<file path="src/rtl/skm_pkg.sv">
// Shared constants, types and a helper function of the smoothed knob to servo angle unit.
package skm_pkg;

  localparam int ADC_W   = 10;
  localparam int ANGLE_W = 8;
  localparam int BAND_W  = 4;

  localparam int WINDOW_DEFAULT = 10;

  localparam logic [ANGLE_W-1:0] ANGLE_MAX = 8'd180;
  localparam logic [ANGLE_W-1:0] LOW_END   = 8'd10;
  localparam logic [ANGLE_W-1:0] HIGH_END  = 8'd165;
  localparam logic [ANGLE_W-1:0] REF_RESET = 8'd90;
  localparam int                 BAND_SIZE = 30;
  localparam int                 BAND_MAX  = 8;

  // avg * 180 / 1023 is taken as avg * (180 * ceil(2^28 / 1023)) >> 28, which is
  // exact for every avg * 180 below 2^18.
  localparam int                 ANGLE_SHIFT = 28;
  localparam int                 ANGLE_MUL_W = 26;
  localparam int                 ANGLE_PROD_W = ADC_W + ANGLE_MUL_W;
  localparam logic [ANGLE_MUL_W-1:0] ANGLE_MULT = 26'd47232180;

  typedef logic [ADC_W-1:0]   level_t;
  typedef logic [ANGLE_W-1:0] angle_t;

  // Payload between the scaling stages and the flag stage.
  typedef struct packed {
    level_t level;
    angle_t angle;
  } scaled_t;

  // Which 30-degree band an angle falls in.
  function automatic logic [BAND_W-1:0] angle_band(input angle_t a);
    logic [BAND_W-1:0] b;
    b = '0;
    for (int i = 1; i <= BAND_MAX; i++) begin
      if (a >= ANGLE_W'(i * BAND_SIZE)) begin
        b = b + 1'b1;
      end
    end
    return b;
  endfunction

endpackage

</file>
<file path="src/rtl/skm_scale.sv">
// Average by reciprocal multiply, then mapping of the average to degrees: two stages.
module skm_scale
  import skm_pkg::*;
#(
  parameter int WINDOW = WINDOW_DEFAULT,
  parameter int SUM_W  = ADC_W + $clog2(WINDOW)
) (
  input  logic             clk,
  input  logic             rst,
  input  logic             in_valid,
  output logic             in_ready,
  input  logic [SUM_W-1:0] in_sum,
  output logic             out_valid,
  input  logic             out_ready,
  output scaled_t          out_data
);

  // floor(sum / WINDOW) == (sum * ceil(2^K / WINDOW)) >> K for every SUM_W-bit sum.
  localparam int                RECIP_K = SUM_W + $clog2(WINDOW);
  localparam longint unsigned   RECIP_M = ((64'd1 << RECIP_K) + WINDOW - 1) / WINDOW;
  localparam int                RECIP_W = $clog2(RECIP_M + 1);
  localparam int                PROD_W  = SUM_W + RECIP_W;

  logic                      s3_valid;
  level_t                    s3_level;
  logic                      s4_valid;
  scaled_t                   s4_data;

  logic                      s4_advance;
  logic                      s3_advance;
  logic [PROD_W-1:0]         avg_prod;
  logic [ANGLE_PROD_W-1:0]   angle_prod;
  angle_t                    angle_raw;

  assign s4_advance = !s4_valid || out_ready;
  assign s3_advance = !s3_valid || s4_advance;
  assign in_ready   = s3_advance;

  assign avg_prod   = PROD_W'(in_sum) * PROD_W'(RECIP_M);
  assign angle_prod = ANGLE_PROD_W'(s3_level) * ANGLE_PROD_W'(ANGLE_MULT);
  assign angle_raw  = angle_prod[ANGLE_SHIFT +: ANGLE_W];

  always_ff @(posedge clk) begin
    if (rst) begin
      s3_valid <= 1'b0;
      s4_valid <= 1'b0;
    end else begin
      if (s3_advance) begin
        s3_valid <= in_valid;
      end
      if (s4_advance) begin
        s4_valid <= s3_valid;
      end
    end
  end

  always_ff @(posedge clk) begin
    if (s3_advance && in_valid) begin
      s3_level <= avg_prod[RECIP_K +: ADC_W];
    end
    if (s4_advance && s3_valid) begin
      s4_data.level <= s3_level;
      s4_data.angle <= (angle_raw > ANGLE_MAX) ? ANGLE_MAX : angle_raw;
    end
  end

  assign out_valid = s4_valid;
  assign out_data  = s4_data;

endmodule

</file>
<file path="config.mk">
export PLATFORM = sky130hd
export DESIGN_NAME = skm_scale
export DESIGN_NICKNAME = d
export VERILOG_FILES = /design/src/rtl/skm_pkg.sv /design/src/rtl/skm_scale.sv
export SDC_FILE = /design/constraint.sdc
export NUM_CORES = 1
export LEC_CHECK = 0
export ABC_AREA = 1
export BUFFER_PORTS_ARGS = -buffer_cell sky130_fd_sc_hd__buf_4
export CAP_MARGIN = 20
export CORE_MARGIN = 2
export CORE_UTILIZATION = 30
export CTS_CLUSTER_DIAMETER = 30
export DETAILED_ROUTE_END_ITERATION = 6
export PLACE_DENSITY = 0.49
export SLEW_MARGIN = 20
export SYNTH_ARGS = -nofsm -noshare
export SYNTH_HDL_FRONTEND = slang
export SYNTH_SLANG_ARGS = --single-unit
</file>
<file path="constraint.sdc">
create_clock -name clk -period 8.35 [get_ports clk]
set_input_delay 0.4175 -clock clk [delete_from_list [all_inputs] [get_ports clk]]
set_output_delay 0.4175 -clock clk [all_outputs]
set_load 0.005 [all_outputs]
</file>
==> qor.yml <==
status: "complete, no violations"
synthArstFlopShare: 0
wl_met1_um: 10800
top_layer_used: "met4"
cts.sinks: 30
slew_headroom: 0.391
worstSetupEndpointType: "flip-flop"
synthCells: 1052
dr.first_iter.drc_count: 209
cts_setup_buffers: 0
wl_met2_um: 8820
layout_common_cells: "inv_1, nand2_1, ha_1, fa_1, nor2_1"
ant_nets: 0
maxCapViolations: 0
drc: 0
grt_pass1_vias: 6237
ys_types: 34
rsz0062_at_grt: "no"
start_util: 0.303
yosys.area.top_type: "ha_1"
hold_class: "input port to flip-flop"
synth-seq-cells: 30
startpoint_type: "input port"
cp_max_fo: 5
fin_worst_skew_ns: 0.00645
syn_area_mm2: 0.00836
first_pass_iters: 5
worst_pin_slew_ns: 0.913
die_area_mm2: 0.0292
synth_area_leaders: "ha_1, fa_1, inv_1, nand2_1, edfxtp_1"
ctsResizeCount: 0
fillers: 2973
antenna_cells: 0
crit_top_cell: "fa_1"
multi_input_area_mm2: 0.00646
cts_hold_buf: 0
critPathSlowestCell: "fa_1"
critPathKind: "input port to flip-flop"
mostFrequentLayoutCell: "inv_1"
final_max_slew_viol_count: 0
cp_data_arrival_time_ns: 5.33
syn_nets: 1355
path_cells: "buf_4 > fa_1 > inv_1 > fa_1 > fa_1 > fa_1 > fa_1 > inv_1 > fa_1 > ha_1 > nand2_1 > nor4_1 > nand2_1 > nor2_1 > nor3b_1 > o21ai_0 > xor2_1"
synth_edf_count: 28
htree_levels: 2
fp.dieH_um: 171
cts_buffers: 5
finalHoldViolCount: 0
path_clk_slew_ns: 0.05
yosys.area.top_type_share: 0.277
cts_buffer_depth: 2
met3_length_um: 815
grt_pass1_wl_um: 32500
regArea_um2: 881
drive_gt1_frac: 0.0757
ys_seq_area_frac: 0.105
io-pin-count: 38
slowest_delay_ns: 0.55
fmax_mhz: 188
port_buffers: 37
synth_flop_cell: "edfxtp_1"
grt_overflow: 0
nets: 1399
row_count: 61
vias_per_cell: 4.37
coreArea_mm2: 0.0276
cts_root_buf: "clkbuf_16"
report.final.setup_viol: 0
finalSetupTns_ns: 0
crit_required_ns: 8.36
tritoncts: "done"
grtUsageTotal: 0.142
syn_to_final_growth_pct: 11.0
clock_latency_ns: 0.27
syn_avg_cell_area_um2: 7.95
avgRoutedWirePerCell_um: 13.9
ys_warn_count: 0
min_period_ns: 5.32
place_congestion: 0.889
wl_um: 20400
die_x_um: 171
antenna_found_initial: 0
grt_max_degree: 19
timing.final.crit_share: 0.638
vias: 6441
dp_hpwl_um: 19200
-- synth_stat cells (7+ instances only) --
cell type  instances
nand2_2           13
nor2_1            57
a21oi_1           46
fa_1             100
ha_1             185
nand2_1          232
inv_1            266
edfxtp_1          28
nand3_1           34
nor3_1             9
o21ai_0           13
inv_2              7
xor2_1             9
-- worst max-delay path: cells and delay by family --
family	cells	cell delay [ns]
AOI/OAI and AO/OA	1	0.20
xor gates and xnor gates	1	0.10
adders and majority gates	7	3.37
buffers and inverters	3	0.23
and+or+nand+nor	5	1.01
-- metal layers --
layer,up-vias,global-route usage
li1,3336,-
met5,-,0
met1,3006,0.220
met3,2,0.0167
met4,0,0.00700
met2,97,0.218
-- cell families after synthesis --
| kind of cell | Yosys count | share of synthesized area |
|---|---|---|
| AOI/OAI and AO/OA | 77 | 0.0501 |
| adders and majority gates | 285 | 0.516 |
| xor gates and xnor gates | 15 | 0.0157 |
| and+or+nand+nor | 372 | 0.190 |
| buffers and inverters | 273 | 0.123 |
| DFF | 30 | 0.105 |
-- per-stage QoR --
stage                     std cells  utilization  cell area (um^2)  hold slack (ns)  worst slack (ns)
final                          1475        0.336              9280            0.307              3.03
after global routing           1475        0.336              9280            0.319              2.80
after CTS                      1475        0.336              9280            0.303              3.09
after detailed placement       1467        0.330              9110            0.492              2.79
after global placement         1467        0.330              9110            0.484              2.86
after floorplan                1052            -              8360            0.445              3.36
-- cell type report --
cell class,count,share of cell area
multi-input combinational,749,0.696
clock buffer,5,0.0135
tap,378,0.0510
timing repair buffer,37,0.0299
clock inverter,3,0.00431
inverter,273,0.110
sequential,30,0.0949
-- final timing paths --
| kind | start | endpoint | slack (ns) | cells after the start |
|---|---|---|---|---|
| hold reg to reg | s3_valid | out_valid | 0.50 | 2 |
| hold / removal | rst | out_valid | 0.31 | 2 |
| setup / recovery | in_sum[11] | s3_level[9] | 3.03 | 17 |
| setup reg to reg | s3_level[8] | out_data[5] | 3.16 | 26 |
-- sequential cells by signal, indices dropped and copies added, names as in the netlist --
signal     count
out_data      18
s3_level      10
out_valid      1
s3_valid       1
Power is not shown: default switching activity piles up to over one toggle a cycle in this logic, so the estimate is an artifact.
