`config.mk`:
```
export PLATFORM = sky130hd
export DESIGN_NAME = skm_ring
export DESIGN_NICKNAME = d
export VERILOG_FILES = /design/src/rtl/skm_pkg.sv /design/src/rtl/skm_ring.sv
export SDC_FILE = /design/constraint.sdc
export NUM_CORES = 1
export LEC_CHECK = 0
export BUFFER_PORTS_ARGS = -buffer_cell sky130_fd_sc_hd__buf_2
export CORE_ASPECT_RATIO = 0.5
export CORE_MARGIN = 3
export CORE_UTILIZATION = 40
export CTS_CLUSTER_DIAMETER = 40
export DETAILED_ROUTE_END_ITERATION = 7
export GPL_ROUTABILITY_DRIVEN = 1
export SLEW_MARGIN = 15
export SYNTH_ARGS = -nofsm -noshare
export SYNTH_HDL_FRONTEND = slang
export SYNTH_SLANG_ARGS = --single-unit
```
`constraint.sdc`:
```
create_clock -name clk -period 4.8 [get_ports clk]
set_clock_uncertainty 0.2 [all_clocks]
set_input_delay 0.72 -clock clk [delete_from_list [all_inputs] [get_ports clk]]
set_output_delay 0.72 -clock clk [all_outputs]
set_load 0.005 [all_outputs]
```
`src/rtl/skm_pkg.sv`:
```
// Shared constants, types and a helper function of the smoothed knob to servo angle unit.
package skm_pkg;

  localparam int ADC_W   = 10;
  localparam int ANGLE_W = 8;
  localparam int BAND_W  = 4;

  localparam int WINDOW_DEFAULT = 10;

  localparam logic [ANGLE_W-1:0] ANGLE_MAX = 8'd180;
  localparam logic [ANGLE_W-1:0] LOW_END   = 8'd10;
  localparam logic [ANGLE_W-1:0] HIGH_END  = 8'd165;
  localparam logic [ANGLE_W-1:0] REF_RESET = 8'd90;
  localparam int                 BAND_SIZE = 30;
  localparam int                 BAND_MAX  = 8;

  // avg * 180 / 1023 is taken as avg * (180 * ceil(2^28 / 1023)) >> 28, which is
  // exact for every avg * 180 below 2^18.
  localparam int                 ANGLE_SHIFT = 28;
  localparam int                 ANGLE_MUL_W = 26;
  localparam int                 ANGLE_PROD_W = ADC_W + ANGLE_MUL_W;
  localparam logic [ANGLE_MUL_W-1:0] ANGLE_MULT = 26'd47232180;

  typedef logic [ADC_W-1:0]   level_t;
  typedef logic [ANGLE_W-1:0] angle_t;

  // Payload between the scaling stages and the flag stage.
  typedef struct packed {
    level_t level;
    angle_t angle;
  } scaled_t;

  // Which 30-degree band an angle falls in.
  function automatic logic [BAND_W-1:0] angle_band(input angle_t a);
    logic [BAND_W-1:0] b;
    b = '0;
    for (int i = 1; i <= BAND_MAX; i++) begin
      if (a >= ANGLE_W'(i * BAND_SIZE)) begin
        b = b + 1'b1;
      end
    end
    return b;
  endfunction

endpackage

```
`src/rtl/skm_ring.sv`:
```
// Sample ring memory and running sum: two pipeline stages.
module skm_ring
  import skm_pkg::*;
#(
  parameter int WINDOW = WINDOW_DEFAULT,
  parameter int SUM_W  = ADC_W + $clog2(WINDOW)
) (
  input  logic             clk,
  input  logic             rst,
  input  logic             in_valid,
  output logic             in_ready,
  input  level_t           in_sample,
  output logic             out_valid,
  input  logic             out_ready,
  output logic [SUM_W-1:0] out_sum
);

  localparam int POS_W = $clog2(WINDOW);
  localparam logic [POS_W-1:0] POS_LAST = POS_W'(WINDOW - 1);

  level_t            mem [WINDOW];
  logic [WINDOW-1:0] filled;
  logic [POS_W-1:0]  pos;

  logic              s1_valid;
  level_t            s1_sample;
  level_t            s1_old;
  logic              s2_valid;
  logic [SUM_W-1:0]  sum;

  logic              s2_advance;
  logic              s1_advance;
  logic              accept;

  assign s2_advance = !s2_valid || out_ready;
  assign s1_advance = !s1_valid || s2_advance;
  assign in_ready   = s1_advance;
  assign accept     = in_valid && s1_advance;

  // Entries never written since reset read as zero.
  always_ff @(posedge clk) begin
    if (accept) begin
      mem[pos]  <= in_sample;
      s1_sample <= in_sample;
      s1_old    <= filled[pos] ? mem[pos] : '0;
    end
  end

  always_ff @(posedge clk) begin
    if (rst) begin
      filled   <= '0;
      pos      <= '0;
      s1_valid <= 1'b0;
    end else begin
      if (accept) begin
        filled[pos] <= 1'b1;
        pos         <= (pos == POS_LAST) ? '0 : pos + 1'b1;
      end
      if (s1_advance) begin
        s1_valid <= in_valid;
      end
    end
  end

  always_ff @(posedge clk) begin
    if (rst) begin
      s2_valid <= 1'b0;
      sum      <= '0;
    end else if (s2_advance) begin
      s2_valid <= s1_valid;
      if (s1_valid) begin
        sum <= sum - SUM_W'(s1_old) + SUM_W'(s1_sample);
      end
    end
  end

  assign out_valid = s2_valid;
  assign out_sum   = sum;

endmodule

```
==> results.md <==
- Required time of the critical path: 4.90 ns
- Least-Margin Pin Slew: 1.068 ns
- R2R cell count: 10
- FMAX: 0.3207 GHz
- Core Rows: 32
- Fillers: around 1,400
- Area after DPL: 7071 um^2
- Post-route DRC: 0
- Io pins: 30
- Sw Share: 27.12%
- Post-layout net count: 550
- Buffers added on ports: 29
- CTS root buf: clkbuf_16
- Mean Syn Cell Area: 14.03 um^2
- Chip height: 96.89 um
- Fin crit share: 64.96%
- FFs w/ async S/R, synth: 0%
- Gr ovfl total: 0
- Post-synth cell types: 50
- Commonest cells post-synth: edfxtp_1, inv_1, nor2_1
- Clock sink total: 150
- Finished layout cell area: approximately 7600 um^2
- EDFF count, synth: 120
- Placer Congestion: 0.7537
- Die width: 187.8 um
- Sequential share of the synthesized area: between 60% and 70%
- Power Internal: 2.437 mW
- DRT Pass-1 Iters: 4
- Pleak: 2.768 nW
- Post-DRT Antenna Nets: 0
- Layout cells sized above 1: between 10% and 20%
- Post_cts resized: 0
- First-pass GRT wire length: 21.23 mm
- GRT Util Overall: 15.18%
- Met3 WL: 518 um
- Outcome: finished, final reports clean
- Top layer in use: met4
- Largest cells by area after synthesis: edfxtp_1, dfxtp_1, mux4_2
- DP Wirelength: 8.547 mm
- CTS tree: built
- Synth Flop Type: edfxtp_1
- Mapped Cells: around 470
- Final Max Tran Viols: 0
- Starting DRT DRC Count: 276
- DR vias: approximately 3,800
- Core area: around 16,000 um^2
- Die area: 18,190 um^2
- Post-layout minimum cycle time: a little over 3 ns
- Cell with the most instances after synthesis: edfxtp_1
- Element type at the critical path end: flop
- Largest net degree at the start of global routing: 35
- Post-CTS Setup Inserts: 0
- Clock-pin slew on the worst setup and hold paths: 0.06 ns
- WL met2: between 5 and 6 mm
- ANT cells: 0
- Flop pwr share: approximately 45%
- Pwr/cell area: roughly 440 nW/um^2
- # H-tree levels: 4
- VDD IR-drop max: slightly below 0.2 mV
- Final count of negative-setup-slack endpoints: 0
- Worst Hold Class: reg2reg
- Worst Hold Depth: 2
- CTS Hold Buffers Added: 0
- Clock power share: around 38%
- Starting density of the core: a little over two fifths
- Combinational power share: 17.3%
- RSZ-0062 raised after global routing: no
- Via density: between 5 and 6
- Mapped Area: approximately 6600 um^2
- Syn nets: 509
- Area delta synth->final: 15.34%
- Initial antenna violation count: 0
- Synthesis-stage register bit count: 150
- Cell taking the most area after synthesis: edfxtp_1
- Synth warn: 0
- Max clock buf depth: 2
- Setup_tns: 0 ns
- Clk_lat worst skew: about 0.41 ns
- Worst setup path category: reg2reg
- Hold Violations, Final: 0
- Sw power: 906.9 uW
- Vias in the first global route: 3,799
- # Max-Cap Violations: 0
- Top-area cell type share of the netlist area: 54.52%
- CP arrival: 3.21 ns
- Routed length per instance: 17.78 um
- DRT met1 WL: 6.725 mm
- TritonCTS buffer count: 17
- DRT Wirelength: ~13 mm
- Headroom to the max-slew limit: 28.56%
- Worst Setup Start Kind: flop
- Critical Path Fanout Max: 5
## final timing paths
kind                                   end  slack (ns)                    start
setup / recovery  out_sum[13]$_SDFFE_PP0P_        1.68  out_sum[1]$_SDFFE_PP0P_
hold / removal      filled[2]$_SDFFE_PP0P_        0.27   filled[2]$_SDFFE_PP0P_
setup reg to reg  out_sum[13]$_SDFFE_PP0P_        1.68  out_sum[1]$_SDFFE_PP0P_
hold reg to reg     filled[2]$_SDFFE_PP0P_        0.27   filled[2]$_SDFFE_PP0P_
## through the flow
stage	instances	setup slack [ns]	hold slack, ns	power [mW]	util [%]
CTS	745	1.696	0.2717	3.371	48.32
floorplan	471	1.076	0.2348	1.952	-
detailed placement	714	1.702	0.2583	2.111	44.82
global route	745	1.512	0.2919	3.509	48.32
global placement	714	1.773	0.2477	2.101	44.82
finish	745	1.682	0.2667	3.343	48.32
## cell usage in the layout (no fill, tap or decap), types with 2 or more instances in the layout
cell       count
o31ai_1        2
nand3b_1       2
inv_6          4
o21ai_0        9
o21a_1         3
buf_2         29
buf_4         14
and2_1         4
clkinv_1       2
nand4_1        3
nor2_1        37
edfxtp_1     120
a21o_1         8
nor2b_1       13
nand3_1        5
o32a_1         2
and4_1         2
nand2_1       23
fa_1          10
mux2i_1       12
nor3_1         5
xnor2_1        3
clkbuf_16     17
xor2_1         4
a211oi_1      22
clkinv_4       3
nor3_2         2
ha_1          14
or3_1          2
dfxtp_1       29
a21oi_1       21
inv_1         46
nand2b_1       4
mux4_2        22
## power groups by stage
stage                     combinational [mW]  sequential (mW)  clock (mW)
after detailed placement               0.578             1.53           0
after global routing                   0.653             1.51        1.34
final                                  0.578             1.50        1.26
after CTS                              0.583             1.51        1.28
after floorplan                        0.440             1.51           0
after global placement                 0.570             1.53           0
## final cells by class
class                           instances  area, um^2  share of cell area, %
Multi-Input combinational cell        254        2166                  28.41
Timing Repair Buffer                   43       250.2                  3.283
Clock buffer                           18       429.2                  5.630
Tap cell                              221       276.5                  3.628
Clock inverter                         13       122.6                  1.609
Inverter                               46       172.7                  2.265
Sequential cell                       150        4205                  55.17
## state kept, by name, indices dropped and copies added (netlist names)
name,cells
pos,4
mem,100
out_sum,14
s1_old,10
out_valid,1
filled,10
s1_valid,1
s1_sample,10
## cell families (layout without fill, tap and decap cells)
family	after synthesis	in the layout	share of synthesized area [%]
muxes	35	35	9.542
adders and majority gates	24	24	5.680
DFF	150	150	63.61
xor gates and xnor gates	7	7	0.9277
AOI/OAI and AO/OA	77	77	7.952
and+or+nand+nor	111	111	8.330
buffers and inverters	67	120	3.957
## metal layers
layer | track usage (%) | up-vias
li1 | - | 1821
met1 | 22.26 | 1920
met2 | 22.39 | 59
met3 | 3.910 | 9
met4 | 4.320 | 0
met5 | 0 | -
## critical path, cell delays in order (launching register included)
cell and delay [ns]:
dfxtp_1 0.36, inv_1 0.08, fa_1 0.54, inv_1 0.07, ha_1 0.29, a21oi_1 0.18
nand4b_1 0.23, a211oi_1 0.13, or3_4 0.39, o211a_1 0.24, mux2_4 0.29
Note: power is estimated with default switching activity, not from simulation.
